==> src/hw/rtl/date_day_distance_assert.svh <==
// ----------------------------------------------------------------------------
// date_day_distance_assert
// Assertion macros used by the date_day_distance top level.
// ----------------------------------------------------------------------------
`ifndef DATE_DAY_DISTANCE_ASSERT_SVH
`define DATE_DAY_DISTANCE_ASSERT_SVH

// same-cycle implication, checked outside reset
`define DDD_ASSERT_IMPLY(lbl, clk, rst, ante, cons, msg) \
   lbl: assert property (@(posedge clk) disable iff (rst) (ante) |-> (cons)) else $error(msg);

// next-cycle implication, checked outside reset
`define DDD_ASSERT_NEXT(lbl, clk, rst, ante, cons, msg) \
   lbl: assert property (@(posedge clk) disable iff (rst) (ante) |=> (cons)) else $error(msg);

`endif

==> src/hw/rtl/ddd_pkg.sv <==
// ----------------------------------------------------------------------------
// ddd_pkg
// Types, widths and constants of the Gregorian date distance pipeline.
// ----------------------------------------------------------------------------
`timescale 1ns / 1ps
`default_nettype none

package ddd_pkg;

   localparam int DAY_W      = 5;
   localparam int MONTH_W    = 4;
   localparam int YEAR_W     = 14;
   localparam int DIST_W     = 22;
   localparam int DAY_NUM_W  = 23;
   localparam int DOY_W      = 9;
   localparam int QUOT_W     = 13;
   localparam int PROD_W     = 26;

   // largest year taken as given, later years are saturated
   localparam int MAX_YEAR   = 9999;
   localparam logic [YEAR_W-1:0] MAX_YEAR_CLIP = YEAR_W'(MAX_YEAR);

   // x / 25 == (x * RECIP_25) >> RECIP_SHIFT for x below 2**13
   localparam logic [QUOT_W-1:0] RECIP_25    = QUOT_W'(5243);
   localparam int                RECIP_SHIFT = 17;
   localparam logic [8:0]        DAYS_PER_YEAR = 9'd365;

   localparam logic [MONTH_W-1:0] MONTH_FEB = MONTH_W'(2);

   typedef struct packed {
      logic [DAY_W-1:0]   start_day;
      logic [MONTH_W-1:0] start_month;
      logic [YEAR_W-1:0]  start_year;
      logic [DAY_W-1:0]   end_day;
      logic [MONTH_W-1:0] end_month;
      logic [YEAR_W-1:0]  end_year;
   } req_type;

   typedef struct packed {
      logic [DIST_W-1:0] day_distance;
      logic              order_error;
   } rsp_type;

   typedef struct packed {
      logic [DAY_W-1:0]   day;
      logic [MONTH_W-1:0] month;
      logic [YEAR_W-1:0]  year;
   } date_type;

   // days before the first of a month in an ordinary year;
   // month zero counts as january, months past twelve as december
   function automatic logic [DOY_W-1:0] days_before_month(input logic [MONTH_W-1:0] mon);
      logic [DOY_W-1:0] days;
      unique case (mon)
         4'd0, 4'd1: days = 9'd0;
         4'd2:       days = 9'd31;
         4'd3:       days = 9'd59;
         4'd4:       days = 9'd90;
         4'd5:       days = 9'd120;
         4'd6:       days = 9'd151;
         4'd7:       days = 9'd181;
         4'd8:       days = 9'd212;
         4'd9:       days = 9'd243;
         4'd10:      days = 9'd273;
         4'd11:      days = 9'd304;
         default:    days = 9'd334;
      endcase
      return days;
   endfunction

endpackage

`default_nettype wire

==> src/hw/rtl/date_day_distance.sv <==
// Gregorian date distance: takes a start and an end date (day, month, year) and
// returns the days from start to end, or an order error with zero days when the
// start lies after the end. One item is accepted every clock cycle while the
// pipeline advances; each passes through five register stages (date clean-up,
// divide-by-25 multipliers, leap count, day-number sum, compare and subtract).
// The whole pipeline advances together whenever the output register is empty or
// its item is being taken, so rsp_stall with rsp_valid high holds req_stall high
// in the same cycle. Day fields are not checked against month length, month zero
// counts as January, months past twelve as December, and years past MAX_YEAR are
// saturated.
// ----------------------------------------------------------------------------
// date_day_distance
// Top level of the pipelined Gregorian day-distance block.
// ----------------------------------------------------------------------------
`timescale 1ns / 1ps
`default_nettype none

`include "date_day_distance_assert.svh"

module date_day_distance (
   input  wire logic              clock,
   input  wire logic              reset,
   input  wire logic              req_valid,
   output logic                   req_stall,
   input  wire ddd_pkg::req_type  req_data,
   output logic                   rsp_valid,
   input  wire logic              rsp_stall,
   output ddd_pkg::rsp_type       rsp_data
);

   localparam int NW = ddd_pkg::DAY_NUM_W;
   localparam int DEPTH = 4;

   logic advance;
   ddd_pkg::date_type start_date, end_date;
   logic [NW-1:0] start_num, end_num;

   // pipeline moves when the output register can take a new item
   assign advance   = !rsp_valid || !rsp_stall;
   assign req_stall = !advance;

   assign start_date = '{day: req_data.start_day, month: req_data.start_month,
                         year: req_data.start_year};
   assign end_date   = '{day: req_data.end_day, month: req_data.end_month,
                         year: req_data.end_year};

   // day numbers of both dates
   ddd_day_num u_start_num (
      .clock       (clock),
      .enable      (advance),
      .date_in     (start_date),
      .day_num_out (start_num)
   );

   ddd_day_num u_end_num (
      .clock       (clock),
      .enable      (advance),
      .date_in     (end_date),
      .day_num_out (end_num)
   );

   // valid bits that travel beside the day-number stages
   logic [DEPTH-1:0] vld_ff, vld_in;

   assign vld_in = {vld_ff[DEPTH-2:0], req_valid};

   always_ff @(posedge clock) begin
      if (reset) begin
         vld_ff <= '0;
      end else if (advance) begin
         vld_ff <= vld_in;
      end
   end

   // stage 5: order check and subtraction into the output register
   ddd_pkg::rsp_type rsp_ff, rsp_in;
   logic             rsp_valid_ff;

   always_comb begin
      if (start_num > end_num) begin
         rsp_in.day_distance = '0;
         rsp_in.order_error  = 1'b1;
      end else begin
         rsp_in.day_distance = ddd_pkg::DIST_W'(end_num - start_num);
         rsp_in.order_error  = 1'b0;
      end
   end

   always_ff @(posedge clock) begin
      if (reset) begin
         rsp_valid_ff <= 1'b0;
      end else if (advance) begin
         rsp_valid_ff <= vld_ff[DEPTH-1];
      end
   end

   always_ff @(posedge clock) begin
      if (advance) begin
         rsp_ff <= rsp_in;
      end
   end

   assign rsp_valid = rsp_valid_ff;
   assign rsp_data  = rsp_ff;

   // checks
   `DDD_ASSERT_IMPLY(a_err_zero, clock, reset, rsp_valid_ff && rsp_ff.order_error, rsp_ff.day_distance == '0, "order error with nonzero distance")
   `DDD_ASSERT_NEXT(a_last_to_out, clock, reset, advance && vld_ff[DEPTH-1], rsp_valid_ff, "item lost between last stage and output")
   `DDD_ASSERT_NEXT(a_hold_vld, clock, reset, !advance, $stable(vld_ff) && rsp_valid_ff, "pipeline moved while stalled")

endmodule

`default_nettype wire

==> src/hw/rtl/ddd_day_num.sv <==
// ----------------------------------------------------------------------------
// ddd_day_num
// Four-stage pipeline turning one date into its running day number:
// 365 * year + leap years before it + day of the year.
// ----------------------------------------------------------------------------
`timescale 1ns / 1ps
`default_nettype none

module ddd_day_num (
   input  wire logic                            clock,
   input  wire logic                            enable,
   input  wire ddd_pkg::date_type               date_in,
   output logic [ddd_pkg::DAY_NUM_W-1:0]        day_num_out
);

   localparam int YW = ddd_pkg::YEAR_W;
   localparam int QW = ddd_pkg::QUOT_W;
   localparam int PW = ddd_pkg::PROD_W;
   localparam int DW = ddd_pkg::DOY_W;
   localparam int NW = ddd_pkg::DAY_NUM_W;
   localparam int SH = ddd_pkg::RECIP_SHIFT;

   // stage 1: saturate year, month table, offset years for the leap counts
   logic [YW-1:0] yr_sat;
   logic [YW:0]   sum_3;
   logic [YW:0]   sum_99;
   logic [YW:0]   sum_399;

   logic [YW-1:0] yr1_ff,  yr1_in;
   logic [QW-1:0] a1_ff,   a1_in;
   logic [QW-1:0] b1_ff,   b1_in;
   logic [QW-1:0] c1_ff,   c1_in;
   logic [QW-1:0] g1_ff,   g1_in;
   logic [DW-1:0] doy1_ff, doy1_in;
   logic          late1_ff, late1_in;

   always_comb begin
      if (32'(date_in.year) > ddd_pkg::MAX_YEAR) yr_sat = ddd_pkg::MAX_YEAR_CLIP;
      else yr_sat = date_in.year;
      sum_3    = {1'b0, yr_sat} + (YW+1)'(3);
      sum_99   = {1'b0, yr_sat} + (YW+1)'(99);
      sum_399  = {1'b0, yr_sat} + (YW+1)'(399);
      yr1_in   = yr_sat;
      a1_in    = sum_3[YW:2];
      b1_in    = sum_99[YW:2];
      c1_in    = QW'(sum_399[YW:4]);
      g1_in    = QW'(yr_sat[YW-1:2]);
      doy1_in  = ddd_pkg::days_before_month(date_in.month) + DW'(date_in.day);
      late1_in = date_in.month > ddd_pkg::MONTH_FEB;
   end

   // stage 2: divide by 25 through the reciprocal, year times 365
   logic [PW-1:0] pb2_ff,  pb2_in;
   logic [PW-1:0] pc2_ff,  pc2_in;
   logic [PW-1:0] pg2_ff,  pg2_in;
   logic [NW-1:0] y365_2_ff, y365_2_in;
   logic [QW-1:0] a2_ff;
   logic [QW-1:0] g2_ff;
   logic [DW-1:0] doy2_ff;
   logic          late2_ff;
   logic [1:0]    ylo2_ff;

   always_comb begin
      pb2_in    = PW'(b1_ff) * PW'(ddd_pkg::RECIP_25);
      pc2_in    = PW'(c1_ff) * PW'(ddd_pkg::RECIP_25);
      pg2_in    = PW'(g1_ff) * PW'(ddd_pkg::RECIP_25);
      y365_2_in = NW'(yr1_ff) * NW'(ddd_pkg::DAYS_PER_YEAR);
   end

   // stage 3: leap test and count of leap years before this year
   logic [QW-1:0] qb, qc, qg;
   logic [QW-1:0] rem25;
   logic          leap;

   logic [NW-1:0] y365_3_ff;
   logic [QW-1:0] leaps3_ff, leaps3_in;
   logic [DW-1:0] doy3_ff,   doy3_in;

   always_comb begin
      qb    = QW'(pb2_ff[PW-1:SH]);
      qc    = QW'(pc2_ff[PW-1:SH]);
      qg    = QW'(pg2_ff[PW-1:SH]);
      // year / 4 modulo 25 is zero exactly when a multiple of four is one of 100
      rem25 = g2_ff - QW'(qg * QW'(25));
      leap  = (ylo2_ff == 2'd0) && ((rem25 != '0) || (qg[1:0] == 2'd0));
      leaps3_in = a2_ff - qb + qc;
      doy3_in   = doy2_ff + DW'(late2_ff && leap);
   end

   // stage 4: final sum
   logic [NW-1:0] num4_ff, num4_in;

   assign num4_in = y365_3_ff + NW'(leaps3_ff) + NW'(doy3_ff);

   // pipeline registers, all move together
   always_ff @(posedge clock) begin
      if (enable) begin
         yr1_ff    <= yr1_in;
         a1_ff     <= a1_in;
         b1_ff     <= b1_in;
         c1_ff     <= c1_in;
         g1_ff     <= g1_in;
         doy1_ff   <= doy1_in;
         late1_ff  <= late1_in;

         pb2_ff    <= pb2_in;
         pc2_ff    <= pc2_in;
         pg2_ff    <= pg2_in;
         y365_2_ff <= y365_2_in;
         a2_ff     <= a1_ff;
         g2_ff     <= g1_ff;
         doy2_ff   <= doy1_ff;
         late2_ff  <= late1_ff;
         ylo2_ff   <= yr1_ff[1:0];

         y365_3_ff <= y365_2_ff;
         leaps3_ff <= leaps3_in;
         doy3_ff   <= doy3_in;

         num4_ff   <= num4_in;
      end
   end

   assign day_num_out = num4_ff;

endmodule

`default_nettype wire

==> config.mk <==
export PLATFORM = sky130hd
export DESIGN_NAME = date_day_distance
export DESIGN_NICKNAME = d
export VERILOG_FILES = /design/src/hw/rtl/ddd_pkg.sv /design/src/hw/rtl/date_day_distance.sv /design/src/hw/rtl/ddd_day_num.sv
export VERILOG_INCLUDE_DIRS = /design/src /design/src/hw/rtl
export SDC_FILE = /design/constraint.sdc
export NUM_CORES = 2
export LEC_CHECK = 0
export BUFFER_PORTS_ARGS = -buffer_cell sky130_fd_sc_hd__buf_2
export CORE_MARGIN = 10
export CORE_UTILIZATION = 40
export DETAILED_ROUTE_END_ITERATION = 10
export SYNTH_ARGS = -nofsm -noshare
export SYNTH_HDL_FRONTEND = slang
export SYNTH_SLANG_ARGS = --single-unit
==> constraint.sdc <==
create_clock -name clock -period 39.6 [get_ports clock]
set_clock_uncertainty 0.05 [all_clocks]
set_input_delay 7.92 -clock clock [delete_from_list [all_inputs] [get_ports clock]]
set_output_delay 7.92 -clock clock [all_outputs]
set_load 0.005 [all_outputs]
==> impl_metrics.tcl <==
set metrics [dict create \
    wire_per_inst_um 16.0 \
    crit_type "in -> out" \
    crit_required_ns 31.63 \
    die_x_um 350 \
    fin_hold_ws_ns 0.364 \
    syn_inst 3899 \
    synth_edf_count 439 \
    hp-class "reg -> reg" \
    dp_hpwl_um 72200 \
    antenna_found_initial 2 \
    cts-buffers-inserted 51 \
    synth_mux_area_frac 0.00455 \
    ios 75 \
    final_nets 5273 \
    cp-end-kind "output port" \
    min_from "u_end_num.y365_2_ff[13]" \
    clkLatencyLatePin_ns 0.62 \
    cts_tree "done" \
    setup_violations 0 \
    synth-main-ff-cell "edfxtp_1" \
    gp_congestion 0.852 \
    synth_simple_gate_area_share 0.0663 \
    synth-seq-area-share 0.306 \
    fmax_mhz 58.7 \
    cts.sink_count 444 \
    cts-root-buf "clkbuf_16" \
    stdcell_count 5445 \
    hold_buffers 0 \
    dp.cells 5351 \
    start_util 0.404 \
    slew_headroom 0.346 \
    fin_crit_sh 0.430 \
    cts.clk_slew.worst_paths_ns 0.06 \
    synthXorXnorAreaFrac 0.0415 \
    clockBufferDepth 3 \
    timing_hold_violations_final 0 \
    synth.distinct_cells 78 \
    die_y_um 350 \
    cap_violations 0 \
    status "completed" \
    first_pass_iters 4 \
    drt-initial-drc-count 1504 \
    rr_startpoint "u_end_num.yr1_ff[8]" \
    critPathMaxFanout 60 \
    dieArea_um2 122000 \
    final_core_util 0.439 \
    synth-compound-area-share 0.0734 \
    cp-startpoint "rsp_stall" \
    layout-drive-gt1-share 0.0510 \
    post-route-drc-count 0 \
    ys_async_sr_fraction 0 \
    yosysWarnings 0 \
    drv_slew 0 \
    grt_usage 0.147 \
    synthAdderAreaFrac 0.427 \
    dr_total_vias 26471 \
    grt_pass1_wl_um 145000 \
    synth_top_family_by_area "adder cells" \
    synth.area.top_cells "edfxtp_1 30%, ha_1 23%, fa_1 20%" \
    fin_setup_tns_ns 0 \
    drt_wl_total_um 87300 \
    postRouteAntennaNets 0 \
    grt_max_degree 189 \
    rsz0062_at_grt "no" \
    h-tree-depth 2 \
    ys_ff_latch 444 \
    diodes 0 \
    min_period_ns 17.04 \
    crit_path_start_kind "input port" \
    cts_resized 0 \
    worstPathArrival_ns 9.07 \
    areaGrowthSynthToFinish_pct 8.67 \
    synth.top_cell.area_share 0.303 \
    core-area_um2 108000 \
    syn_area_per_cell_um2 11.1 \
    post_cts_buffers 0 \
    synthesis.area_um2 43400 \
    io_buffers 74 \
    grt-ovfl-total 0 \
    num_rows 120 \
    yosysTopAreaCell "edfxtp_1" \
    worst_pin_slew_ns 0.981 \
    viasPerCell 4.86 \
    grt_pass1_vias 27532 \
]
final cells by class:
cell class	instances	area, um^2
Inverter	905	3400
Clock inverter	35	385
Clock buffer	59	1330
Multi-Input combinational cell	2521	26700
Sequential cell	444	13300
Fill cell	10111	60300
Timing Repair Buffer	78	413
Tap cell	1403	1760
synthesized netlist by cell type (49+ instances only):
cell type  number
a21oi_1       144
edfxtp_1      439
fa_1          435
ha_1          787
inv_1         904
nand2_1        97
nand3_1        56
nor2_1        167
nor3_1         53
o21ai_0       103
xnor2_1       157
xor2_1         49
metal layers:
| metal | track usage | part of all wire |
|---|---|---|
| met1 | 0.219 | 0.51 |
| met2 | 0.227 | 0.44 |
| met3 | 0.0164 | 0.038 |
| met4 | 0.0325 | 0.018 |
| met5 | 0 | 0 |
final timing paths:
path / endpoint / slack (ns) / depth (start not counted)
max: req_stall / 22.56 / 4
min: u_end_num.y365_3_ff[13] / 0.36 / 0
max reg2reg: u_end_num.pg2_ff[24] / 33.74 / 18
min reg2reg: u_end_num.y365_3_ff[13] / 0.36 / 0
worst max-delay path, stage by stage:
cell,delay [ns]
buf_2,0.11
nand2_4,0.57
inv_1,0.26
buf_2,0.20
cells by family (layout without fill, tap and decap cells):
logic type                 Yosys count  in the layout
buffers and inverters              939           1077
AOI/OAI and AO/OA                  489            489
muxes                               19             19
adders and majority gates         1222           1222
other                                1              6
xor gates and xnor gates           206            206
DFF                                444            444
and+or+nand+nor                    579            579
state kept, by name, indices dropped and copies added (netlist names), 10 cells and up:
register	count
u_end_num.a1_ff	10
u_start_num.g2_ff	12
u_start_num.day_num_out	23
u_end_num.a2_ff	13
u_end_num.y365_3_ff	23
u_start_num.y365_3_ff	23
u_end_num.g2_ff	12
u_end_num.b1_ff	13
u_start_num.yr1_ff	14
u_end_num.y365_2_ff	22
u_start_num.y365_2_ff	22
rsp_data	23
u_start_num.a1_ff	10
u_start_num.a2_ff	13
u_end_num.day_num_out	23
u_end_num.yr1_ff	14
u_start_num.b1_ff	13
u_start_num.c1_ff	11
u_end_num.leaps3_ff	13
u_end_num.c1_ff	11
u_start_num.leaps3_ff	13
cells in the final DEF (no fill, tap or decap), types with 7 or more instances in the layout:
| cell type | Yosys | final |
|---|---|---|
| a2111oi_0 | 7 | 7 |
| a211oi_1 | 23 | 23 |
| a21boi_0 | 9 | 9 |
| a21o_1 | 44 | 44 |
| a21oi_1 | 144 | 144 |
| a31o_2 | 12 | 12 |
| a31oi_1 | 10 | 10 |
| a41oi_1 | 7 | 7 |
| and2_1 | 20 | 20 |
| and3_1 | 35 | 35 |
| buf_2 | 2 | 74 |
| clkbuf_1 | 29 | 7 |
| clkbuf_16 | 0 | 52 |
| clkinv_2 | 0 | 9 |
| edfxtp_1 | 439 | 439 |
| fa_1 | 435 | 435 |
| ha_1 | 787 | 787 |
| inv_1 | 904 | 904 |
| inv_6 | 0 | 8 |
| mux2i_1 | 13 | 13 |
| nand2_1 | 97 | 96 |
| nand2b_1 | 26 | 26 |
| nand3_1 | 56 | 56 |
| nand4_1 | 29 | 29 |
| nor2_1 | 167 | 167 |
| nor2b_1 | 40 | 40 |
| nor3_1 | 53 | 53 |
| o2111ai_1 | 8 | 8 |
| o211ai_1 | 20 | 20 |
| o21a_1 | 29 | 29 |
| o21ai_0 | 103 | 103 |
| o21bai_1 | 19 | 19 |
| or2_2 | 16 | 16 |
| or3_1 | 12 | 12 |
| or4_1 | 7 | 7 |
| xnor2_1 | 157 | 157 |
| xor2_1 | 49 | 49 |
through the flow:
step	instance area (um^2)	worst slack, ns
after CTS	47200	22.46
after detailed placement	45500	22.47
after global routing	47200	22.38
after floorplan	43500	13.00
after global placement	45500	22.51
final	47200	22.56
Power is not shown: default switching activity piles up to over one toggle a cycle in this logic, so the estimate is an artifact.
